[src/sv/slwm_pkg.sv]
// ----------------------------------------------------------------------------
// slwm_pkg
// Shared types, constants and helpers of the service latency window monitor.
// ----------------------------------------------------------------------------
package slwm_pkg;

  localparam int unsigned NUM_SERVICES = 3;
  localparam int unsigned SVC_W = (NUM_SERVICES > 1) ? $clog2(NUM_SERVICES) : 1;
  localparam int unsigned IDX_W = $clog2(NUM_SERVICES + 1);

  localparam logic [31:0] THRESHOLD_RESET = 32'd100;
  localparam logic [31:0] MAX32           = 32'hFFFF_FFFF;
  localparam logic [15:0] MAX_DEPTH       = 16'hFFFF;
  localparam logic [1:0]  SUMMARY_ROW     = 2'd3;
  localparam int unsigned PHASE_BITS      = 32;

  typedef enum logic [2:0] {
    FUNC_BEGIN  = 3'd0,
    FUNC_ENTER  = 3'd1,
    FUNC_LEAVE  = 3'd2,
    FUNC_BLOCK  = 3'd3,
    FUNC_FINISH = 3'd4
  } slwm_func_e;

  typedef struct packed {
    logic [2:0]  func;
    logic [31:0] attempt_id;
    logic [1:0]  service;
    logic [47:0] now_ms;
    logic [47:0] window_start_ms;
    logic [7:0]  phase;
    logic [47:0] span_start_ms;
    logic [47:0] span_end_ms;
    logic [7:0]  span_tag;
  } slwm_in_t;

  typedef struct packed {
    logic [31:0] report_id;
    logic [1:0]  row;
    logic [31:0] max_gap_ms;
    logic [31:0] max_call_ms;
    logic [31:0] call_count;
    logic [31:0] over_count;
    logic [47:0] elapsed_ms;
    logic [31:0] context_mask;
    logic [7:0]  longest_span_tag;
    logic [31:0] longest_span_ms;
    logic        last;
  } slwm_out_t;

  // result of the shared span unit
  typedef struct packed {
    logic        lt;    // b below a
    logic [47:0] diff;  // b - a, wrapping
    logic [31:0] len;   // saturated duration
  } slwm_span_t;

  function automatic logic [31:0] phase_bit(input logic [7:0] phase);
    logic [31:0] m;
    m = '0;
    if (32'(phase) < PHASE_BITS) begin
      m = 32'd1 << phase[4:0];
    end
    return m;
  endfunction

endpackage

[src/sv/slwm_span_unit.sv]
// ----------------------------------------------------------------------------
// slwm_span_unit
// Shared 48-bit subtract and compare unit with a saturated 32-bit duration.
// ----------------------------------------------------------------------------
module slwm_span_unit
  import slwm_pkg::*;
(
  input  logic        clk_i,
  input  logic [47:0] a_i,
  input  logic [47:0] b_i,
  output slwm_span_t  res_o
);

  logic [48:0] sub;
  slwm_span_t  res_d;
  slwm_span_t  res_q;

  always_comb begin
    sub        = {1'b0, b_i} - {1'b0, a_i};
    res_d.lt   = sub[48];
    res_d.diff = sub[47:0];
    if (sub[48] || (|sub[47:32])) begin
      res_d.len = MAX32;
    end else begin
      res_d.len = sub[31:0];
    end
  end

  always_ff @(posedge clk_i) begin
    res_q <= res_d;
  end

  assign res_o = res_q;

endmodule

[src/sv/service_latency_window_monitor_core.sv]
// ----------------------------------------------------------------------------
// service_latency_window_monitor_core
// Per-service latency statistics over a measurement window.
// ----------------------------------------------------------------------------
// Requests come in on in_valid_i / in_stall_o with an slwm_in_t payload and
// are taken one at a time: in_stall_o stays high while the sequencer works
// on a request. All durations go through one shared subtract unit, one
// operation per cycle, so the cost is set by how many uses a request makes.
// While in_stall_o is high after acceptance the request is decoded and
// then, if it needs them, goes through the subtract steps: enter a gap
// step, leave an entry-time compare and a cost step, block a check, a
// start compare and a span step. A finish that is not ignored takes per
// service a launch and a gap step, plus a compare and a cost step while
// the service is entered, then the window length, then the result rows.
// A finish with the open window's id gives three service rows and a
// summary row (last high) on out_valid_o / out_stall_i. Results sit in an
// output register, so a new request is taken while the summary row still
// waits; a stall on the output holds the rows and the sequencer waits.
// cfg_we_i / cfg_wdata_i write the over threshold in any cycle.
// Reset clears all statistics, closes the window and sets the threshold
// to 100 ms.
// ----------------------------------------------------------------------------
module service_latency_window_monitor_core
  import slwm_pkg::*;
(
  input  logic        clk_i,
  input  logic        rst_ni,
  input  logic        in_valid_i,
  output logic        in_stall_o,
  input  slwm_in_t    in_req_i,
  output logic        out_valid_o,
  input  logic        out_stall_i,
  output slwm_out_t   out_rsp_o,
  input  logic        cfg_we_i,
  input  logic [31:0] cfg_wdata_i
);

  typedef enum logic [3:0] {
    ST_IDLE,
    ST_DECODE,
    ST_GAP,
    ST_CFROM,
    ST_COST,
    ST_BK_CHK,
    ST_BK_FROM,
    ST_BK_SPAN,
    ST_FN_LAUNCH,
    ST_WIN,
    ST_EMIT
  } state_e;

  state_e            state_q, state_d;
  slwm_in_t          item_q, item_d;
  logic [IDX_W-1:0]  idx_q, idx_d;
  logic [IDX_W-1:0]  row_q, row_d;
  logic              out_valid_q, out_valid_d;
  slwm_out_t         out_q, out_d;
  logic [31:0]       thr_q, thr_d;

  logic [31:0] gap_q   [NUM_SERVICES];
  logic [31:0] gap_d   [NUM_SERVICES];
  logic [31:0] cost_q  [NUM_SERVICES];
  logic [31:0] cost_d  [NUM_SERVICES];
  logic [31:0] count_q [NUM_SERVICES];
  logic [31:0] count_d [NUM_SERVICES];
  logic [31:0] over_q  [NUM_SERVICES];
  logic [31:0] over_d  [NUM_SERVICES];
  logic [15:0] nest_q  [NUM_SERVICES];
  logic [15:0] nest_d  [NUM_SERVICES];
  logic [47:0] enter_q [NUM_SERVICES];
  logic [47:0] enter_d [NUM_SERVICES];
  logic [47:0] last_q  [NUM_SERVICES];
  logic [47:0] last_d  [NUM_SERVICES];

  logic        active_q, active_d;
  logic [31:0] cur_id_q, cur_id_d;
  logic [47:0] start_q, start_d;
  logic [31:0] mask_q, mask_d;
  logic [31:0] best_q, best_d;
  logic [7:0]  tag_q, tag_d;
  logic [47:0] win_q, win_d;

  logic [47:0] ua, ub;
  slwm_span_t  ures;

  logic             in_acc;
  logic             svc_ok;
  logic [SVC_W-1:0] svc_idx;
  logic [SVC_W-1:0] cur;
  logic             is_fin;

  slwm_span_unit u_span (
    .clk_i (clk_i),
    .a_i   (ua),
    .b_i   (ub),
    .res_o (ures)
  );

  assign in_stall_o  = (state_q != ST_IDLE);
  assign in_acc      = in_valid_i && !in_stall_o;
  assign out_valid_o = out_valid_q;
  assign out_rsp_o   = out_q;

  assign svc_ok  = (32'(item_q.service) < NUM_SERVICES);
  assign svc_idx = SVC_W'(item_q.service);
  assign is_fin  = (item_q.func == FUNC_FINISH);
  // finish walks the services, enter and leave name one
  assign cur     = is_fin ? idx_q[SVC_W-1:0] : svc_idx;

  always_comb begin
    state_d     = state_q;
    item_d      = item_q;
    idx_d       = idx_q;
    row_d       = row_q;
    out_valid_d = out_valid_q;
    out_d       = out_q;
    thr_d       = cfg_we_i ? cfg_wdata_i : thr_q;
    gap_d       = gap_q;
    cost_d      = cost_q;
    count_d     = count_q;
    over_d      = over_q;
    nest_d      = nest_q;
    enter_d     = enter_q;
    last_d      = last_q;
    active_d    = active_q;
    cur_id_d    = cur_id_q;
    start_d     = start_q;
    mask_d      = mask_q;
    best_d      = best_q;
    tag_d       = tag_q;
    win_d       = win_q;
    ua          = '0;
    ub          = '0;

    if (out_valid_q && !out_stall_i) begin
      out_valid_d = 1'b0;
    end

    unique case (state_q)
      ST_IDLE: begin
        if (in_acc) begin
          item_d  = in_req_i;
          state_d = ST_DECODE;
        end
      end

      ST_DECODE: begin
        state_d = ST_IDLE;
        unique case (item_q.func)
          FUNC_BEGIN: begin
            cur_id_d = item_q.attempt_id;
            start_d  = item_q.window_start_ms;
            mask_d   = phase_bit(item_q.phase);
            best_d   = '0;
            tag_d    = '0;
            active_d = 1'b1;
            for (int i = 0; i < NUM_SERVICES; i++) begin
              gap_d[i]   = '0;
              cost_d[i]  = '0;
              over_d[i]  = '0;
              count_d[i] = (nest_q[i] != '0) ? 32'd1 : 32'd0;
              last_d[i]  = item_q.window_start_ms;
            end
          end
          FUNC_ENTER: begin
            if (svc_ok) begin
              if (nest_q[svc_idx] != '0) begin
                if (nest_q[svc_idx] != MAX_DEPTH) begin
                  nest_d[svc_idx] = nest_q[svc_idx] + 16'd1;
                end
              end else begin
                nest_d[svc_idx]  = 16'd1;
                enter_d[svc_idx] = item_q.now_ms;
                if (active_q) begin
                  ua      = last_q[svc_idx];
                  ub      = item_q.now_ms;
                  state_d = ST_GAP;
                end
              end
            end
          end
          FUNC_LEAVE: begin
            if (svc_ok && (nest_q[svc_idx] != '0)) begin
              nest_d[svc_idx] = nest_q[svc_idx] - 16'd1;
              if ((nest_q[svc_idx] == 16'd1) && active_q) begin
                // which of entry time and window start is later
                ua      = enter_q[svc_idx];
                ub      = start_q;
                state_d = ST_CFROM;
              end
            end
          end
          FUNC_BLOCK: begin
            if (active_q) begin
              ua      = start_q;
              ub      = item_q.span_end_ms;
              state_d = ST_BK_CHK;
            end
          end
          FUNC_FINISH: begin
            if (active_q && (item_q.attempt_id == cur_id_q)) begin
              mask_d  = mask_q | phase_bit(item_q.phase);
              idx_d   = '0;
              state_d = ST_FN_LAUNCH;
            end
          end
          default: begin
            state_d = ST_IDLE;
          end
        endcase
      end

      ST_GAP: begin
        if (ures.len > gap_q[cur]) begin
          gap_d[cur] = ures.len;
        end
        if ((ures.len > thr_q) && (over_q[cur] != MAX32)) begin
          over_d[cur] = over_q[cur] + 32'd1;
        end
        last_d[cur] = item_q.now_ms;
        if (is_fin) begin
          if (nest_q[cur] != '0) begin
            ua      = enter_q[cur];
            ub      = start_q;
            state_d = ST_CFROM;
          end else begin
            idx_d   = idx_q + IDX_W'(1);
            state_d = ST_FN_LAUNCH;
          end
        end else begin
          if (count_q[cur] != MAX32) begin
            count_d[cur] = count_q[cur] + 32'd1;
          end
          mask_d  = mask_q | phase_bit(item_q.phase);
          state_d = ST_IDLE;
        end
      end

      ST_CFROM: begin
        // lt set: entry time after window start
        ua      = ures.lt ? enter_q[cur] : start_q;
        ub      = item_q.now_ms;
        state_d = ST_COST;
      end

      ST_COST: begin
        if (ures.len > cost_q[cur]) begin
          cost_d[cur] = ures.len;
        end
        if (is_fin) begin
          idx_d   = idx_q + IDX_W'(1);
          state_d = ST_FN_LAUNCH;
        end else begin
          mask_d  = mask_q | phase_bit(item_q.phase);
          state_d = ST_IDLE;
        end
      end

      ST_BK_CHK: begin
        if (ures.lt) begin
          // span ends before the window opened
          state_d = ST_IDLE;
        end else begin
          ua      = item_q.span_start_ms;
          ub      = start_q;
          state_d = ST_BK_FROM;
        end
      end

      ST_BK_FROM: begin
        ua      = ures.lt ? item_q.span_start_ms : start_q;
        ub      = item_q.span_end_ms;
        state_d = ST_BK_SPAN;
      end

      ST_BK_SPAN: begin
        if (ures.len > best_q) begin
          best_d = ures.len;
          tag_d  = item_q.span_tag;
        end
        state_d = ST_IDLE;
      end

      ST_FN_LAUNCH: begin
        if (idx_q == IDX_W'(NUM_SERVICES)) begin
          ua      = start_q;
          ub      = item_q.now_ms;
          state_d = ST_WIN;
        end else begin
          ua      = last_q[cur];
          ub      = item_q.now_ms;
          state_d = ST_GAP;
        end
      end

      ST_WIN: begin
        win_d    = ures.diff;
        active_d = 1'b0;
        row_d    = '0;
        state_d  = ST_EMIT;
      end

      ST_EMIT: begin
        if (!out_valid_q || !out_stall_i) begin
          out_valid_d     = 1'b1;
          out_d           = '0;
          out_d.report_id = cur_id_q;
          if (row_q == IDX_W'(NUM_SERVICES)) begin
            out_d.row              = SUMMARY_ROW;
            out_d.elapsed_ms       = win_q;
            out_d.context_mask     = mask_q;
            out_d.longest_span_tag = tag_q;
            out_d.longest_span_ms  = best_q;
            out_d.last             = 1'b1;
            state_d                = ST_IDLE;
          end else begin
            out_d.row         = 2'(row_q);
            out_d.max_gap_ms  = gap_q[row_q[SVC_W-1:0]];
            out_d.max_call_ms = cost_q[row_q[SVC_W-1:0]];
            out_d.call_count  = count_q[row_q[SVC_W-1:0]];
            out_d.over_count  = over_q[row_q[SVC_W-1:0]];
            row_d             = row_q + IDX_W'(1);
          end
        end
      end

      default: begin
        state_d = ST_IDLE;
      end
    endcase
  end

  always_ff @(posedge clk_i or negedge rst_ni) begin
    if (!rst_ni) begin
      state_q     <= ST_IDLE;
      item_q      <= '0;
      idx_q       <= '0;
      row_q       <= '0;
      out_valid_q <= 1'b0;
      out_q       <= '0;
      thr_q       <= THRESHOLD_RESET;
      for (int i = 0; i < NUM_SERVICES; i++) begin
        gap_q[i]   <= '0;
        cost_q[i]  <= '0;
        count_q[i] <= '0;
        over_q[i]  <= '0;
        nest_q[i]  <= '0;
        enter_q[i] <= '0;
        last_q[i]  <= '0;
      end
      active_q <= 1'b0;
      cur_id_q <= '0;
      start_q  <= '0;
      mask_q   <= '0;
      best_q   <= '0;
      tag_q    <= '0;
      win_q    <= '0;
    end else begin
      state_q     <= state_d;
      item_q      <= item_d;
      idx_q       <= idx_d;
      row_q       <= row_d;
      out_valid_q <= out_valid_d;
      out_q       <= out_d;
      thr_q       <= thr_d;
      gap_q       <= gap_d;
      cost_q      <= cost_d;
      count_q     <= count_d;
      over_q      <= over_d;
      nest_q      <= nest_d;
      enter_q     <= enter_d;
      last_q      <= last_d;
      active_q    <= active_d;
      cur_id_q    <= cur_id_d;
      start_q     <= start_d;
      mask_q      <= mask_d;
      best_q      <= best_d;
      tag_q       <= tag_d;
      win_q       <= win_d;
    end
  end

endmodule
[config.mk]
export PLATFORM = sky130hd
export DESIGN_NAME = service_latency_window_monitor_core
export DESIGN_NICKNAME = d
export VERILOG_FILES = /design/src/sv/slwm_pkg.sv /design/src/sv/slwm_span_unit.sv /design/src/sv/service_latency_window_monitor_core.sv
export SDC_FILE = /design/constraint.sdc
export NUM_CORES = 2
export LEC_CHECK = 0
export ABC_AREA = 1
export BUFFER_PORTS_ARGS = -buffer_cell sky130_fd_sc_hd__buf_2
export CAP_MARGIN = 15
export CORE_ASPECT_RATIO = 1.75
export CORE_MARGIN = 2
export CORE_UTILIZATION = 35
export CTS_CLUSTER_SIZE = 20
export DETAILED_ROUTE_END_ITERATION = 10
export GPL_TIMING_DRIVEN = 0
export HOLD_SLACK_MARGIN = 0.02
export PLACE_DENSITY = 0.53
export SYNTH_ARGS = -nofsm -noshare
export SYNTH_HDL_FRONTEND = slang
export SYNTH_SLANG_ARGS = --single-unit
[constraint.sdc]
create_clock -name clk_i -period 11.7 [get_ports clk_i]
set_clock_uncertainty 0.2 [all_clocks]
set_input_delay 1.755 -clock clk_i [delete_from_list [all_inputs] [get_ports clk_i]]
set_output_delay 1.755 -clock clk_i [all_outputs]
set_load 0.1 [all_outputs]
==> impl_results.md <==
- Status: finished with violations
- Failing checks: DRC, capacitance limit, slew limit
- Global Route Usage Sum: 40.74%
- Fillers: 24,858
- Family with the most delay on the worst path: simple AND/OR/NAND/NOR gates
- CTS root buffer: clkbuf_16
- Mean Syn Cell Area: approximately 7.7 sq um
- Maxcap violations: 1
- Critical path data arrival time: 10.75 ns
- Total Power: between 30 and 40 mW
- CP max stage cell: nor2_1
- Port bufs: 565
- Global-route wire length before repair: 681,000 microns
- Clock buffer depth: 4
- Reg2reg end: u_span.res_o[23]$_SDFF_PP1_
- RePlAce Congestion: 1.065
- Dominant synthesized flop cell: dfrtp_1
- R2R Path Start: svc_idx[1]$_DFFE_PN0P_
- GRT overflow: 0
- Library cells used by synthesis: 56
- Final Util: between 40% and 50%
- Post-Synthesis Cells: between 10,000 and 15,000
- Pwr Density: ~360 mW/mm^2
- Setup TNS: 0 ns
- CP required: about 12 ns
- P&R area growth vs syn: 16.39%
- CP Capture Type: flip-flop
- Unrepaired setup endpoints after global routing: no
- HP Class: reg2reg
- Final std cells w/o fill: approximately 15,000
- Area of the multi-input gates: ~0.038 sq mm
- Share of cells above drive strength 1: approximately a tenth
- Storage cell area: approximately 0.039 sq mm
- Switching Fraction: 57.02%
- Share of the synthesized area in the top cell type: around 45%
- Min Tclk post-route: slightly above 10 ns
- Io pins: 567
- P_int: approximately 15 mW
- Period utilization: a little under 90%
- Critical Path Stages: 29
- H-Tree Depth: 4
- Cell taking the most area after synthesis: dfrtp_1
- Setup CP Type: reg2reg
- Antenna-violating nets left: 0
- 1st-iter DRT viols: between 9,000 and 10,000
- Final instance area: about 0.097 sq mm
- Max Slew Vio Count: 2
- Hold path start: u_span.res_o[78]$_DFF_P_
- Peak per-stage delay on the critical path: roughly 1.2 ns
- Drt via density: roughly 6
- Crit. Startpoint: svc_idx[1]$_DFFE_PN0P_
- Clock transition at path regs: ~0.070 ns
- Switch Pwr: 19.74 mW
- DP Wirelength: between 300,000 and 400,000 microns
- Vias in the first global route: 86,628
- #FFs+latches synth: ~1,600
- Crit path max fanout: 10
- Final wirelength: ~500,000 microns
- Most frequent CP cell: nand2_1
- Synth Net Count: around 11,000
- Avg WL per Cell: around 34 microns
- Static Leak: roughly 45 nW
- Yosys warning count: 0
- Insertion delay to the later sink of the worst-skew pair: 0.93 ns
- Max VDD drop: ~0.26 mV
- Placed insts: roughly 15,000
- Nets: ~12,000
- TritonCTS clock tree: yes
- Worst r2r path cells: 29
- Vias after detailed routing: ~88,000
- Largest net degree at the start of global routing: between 150 and 200
- Fmax: between 90 and 100 MHz
- R2r setup slk: 1.47 ns
- Least-Margin Pin Slew: about 1.5 ns
- Largest cells by area after synthesis: dfrtp_1, nand2_1, o21ai_0, inv_1, nor2_1
- Gate power share: about three fifths
- Buf/Inv on CP: 5
- Height of the die: between 600 and 700 microns
- Setup violators final: 0
- Drc violations: 1
- CP Launch Type: flip-flop
- FP Rows: roughly 240
- Cts hold-fix bufs: 0
- Post-placement cell area: between 0.09 and 0.1 sq mm
- Antenna violations before repair: between 50 and 60
- Initial Util: a little over a third
- Clock power share: about 17%
- Pre-Repair DR Iteration Count: 10
- EDFF count, synth: 0
- Asr flop ratio synth: 94.84%
- CTS buffer count: ~170
- Slew margin rel.: -1.428%
- Mapped Area: 0.08303 sq mm
- Die Wd: 372.2 microns
- Final hold vios: 0
- Seq/Total Area, Yosys: around 47%
- Core area: ~0.24 sq mm
- Crit path capture: u_span.res_o[23]$_SDFF_PP1_
- Part of the power in registers: between 20% and 30%
- Post-CTS Setup Inserts: 0
- Clk sinks: ~1,600
- CTS resizes: 0
- Die area: 0.2413 sq mm
## layout by cell type, fill, tap and decap left out, types with 33 or more instances in the layout
cell,synthesis,final
inv_1,940,940
dfrtp_1,1487,1487
o221ai_1,60,60
a221oi_1,58,58
buf_2,89,654
dfxtp_1,81,81
a32oi_1,84,84
mux2_2,36,36
o2111ai_1,33,33
o21ai_0,1282,1282
o211ai_1,111,111
clkbuf_8,0,38
ha_1,183,183
nand4_1,145,145
a31oi_1,148,148
nand2_1,3011,3011
a21oi_1,327,324
nor2_1,831,831
clkbuf_1,560,574
o21ai_1,190,189
clkbuf_16,0,173
xor2_1,67,67
o31ai_1,84,84
nand3_1,528,528
o22ai_1,115,115
nor3_1,70,70
a22oi_1,87,87
## power groups by stage
stage | Combinational, mW | Clock, mW | Sequential [mW]
finish | 20.2 | 5.70 | 8.68
CTS | 19.7 | 5.75 | 8.59
floorplan | 9.73 | 0 | 9.59
global placement | 19.3 | 0 | 8.67
detailed placement | 19.6 | 0 | 8.69
global route | 21.1 | 5.93 | 8.79
## worst register-to-register path, delay by kind of cell (launching register included)
family	cells	cell delay, ns
buffers and inverters	5	2.19
DFF	1	0.75
AOI/OAI and AO/OA	6	1.60
and+or+nand+nor	15	4.13
xor gates and xnor gates	1	0.36
adders and majority gates	2	0.82
## per-stage QoR
stage	worst slack, ns	hold WS, ns
after detailed placement	2.045	0.2302
after global routing	1.284	0.2577
final	1.471	0.2435
after floorplan	6.403	0.2094
after CTS	1.997	0.2438
after global placement	-26.08	0.2226
## worst min path at each step
stage / endpoint / depth (start not counted)
floorplan: win_q[47]$_DFFE_PN0P_ / 2
global placement: win_q[5]$_DFFE_PN0P_ / 2
detailed placement: win_q[16]$_DFFE_PN0P_ / 2
CTS: win_q[16]$_DFFE_PN0P_ / 2
global route: win_q[46]$_DFFE_PN0P_ / 2
finish: win_q[46]$_DFFE_PN0P_ / 2
## cell usage after synthesis, drive strengths merged (20+ instances only)
| master | n |
|---|---|
| nand2 | 3019 |
| a21oi | 330 |
| o221ai | 60 |
| a31oi | 148 |
| ha | 183 |
| nand4 | 145 |
| nor2 | 844 |
| o211ai | 111 |
| mux2 | 36 |
| o21ai | 1473 |
| buf | 134 |
| a22oi | 87 |
| xor2 | 67 |
| clkbuf | 560 |
| xnor2 | 31 |
| nor3 | 73 |
| o22ai | 115 |
| dfrtp | 1487 |
| a221oi | 58 |
| a211oi | 20 |
| inv | 953 |
| o2111ai | 33 |
| o31ai | 84 |
| nand3 | 534 |
| a32oi | 84 |
| dfxtp | 81 |
## layer usage
metal	global-route usage [%]	share of wire, %	vias to the layer above
li1	-	-	37842
met3	8.371	7.4	2087
met5	0.3069	0.051	-
met4	41.35	12	22
met1	40.66	32	42435
met2	68.68	48	5145
## area by class of cell
cell class,instances,share of cell area (%)
diodes,32,0.08286
inverters,957,3.717
plain buffers,694,2.921
clock buffers,238,5.105
multi-input cells,7612,39.05
clock inverters,53,0.6486
flip-flops and latches,1571,40.26
well taps,3094,4.006
repair buffers,627,4.208
## registers in the layout (all words and copies together), names as in the netlist, 2 cells and up
name          count
last_q          144
state_q           4
enter_q         144
mask_q           32
count_q          96
svc_idx           2
row_q             2
win_q            48
best_q           32
nest_q           48
item_q          243
idx_q             2
u_span.res_o     81
cost_q           96
start_q          48
cur_id_q         32
over_q           96
tag_q             8
out_rsp_o       283
gap_q            96
thr_q            32
## cell families (layout without fill, tap and decap cells)
logic type                 after synthesis  count (layout)  synth area share (%)
AOI/OAI and AO/OA                     2651            2651                 18.53
xor gates and xnor gates                98              98                 1.034
adders and majority gates              184             184                 2.782
buffers and inverters                 1651            2569                 7.702
DFF                                   1571            1571                 46.86
muxes                                   36              36                0.4882
other                                    0              32                     0
and+or+nand+nor                       4643            4643                 22.60
Note: power is estimated with default switching activity, not from simulation.
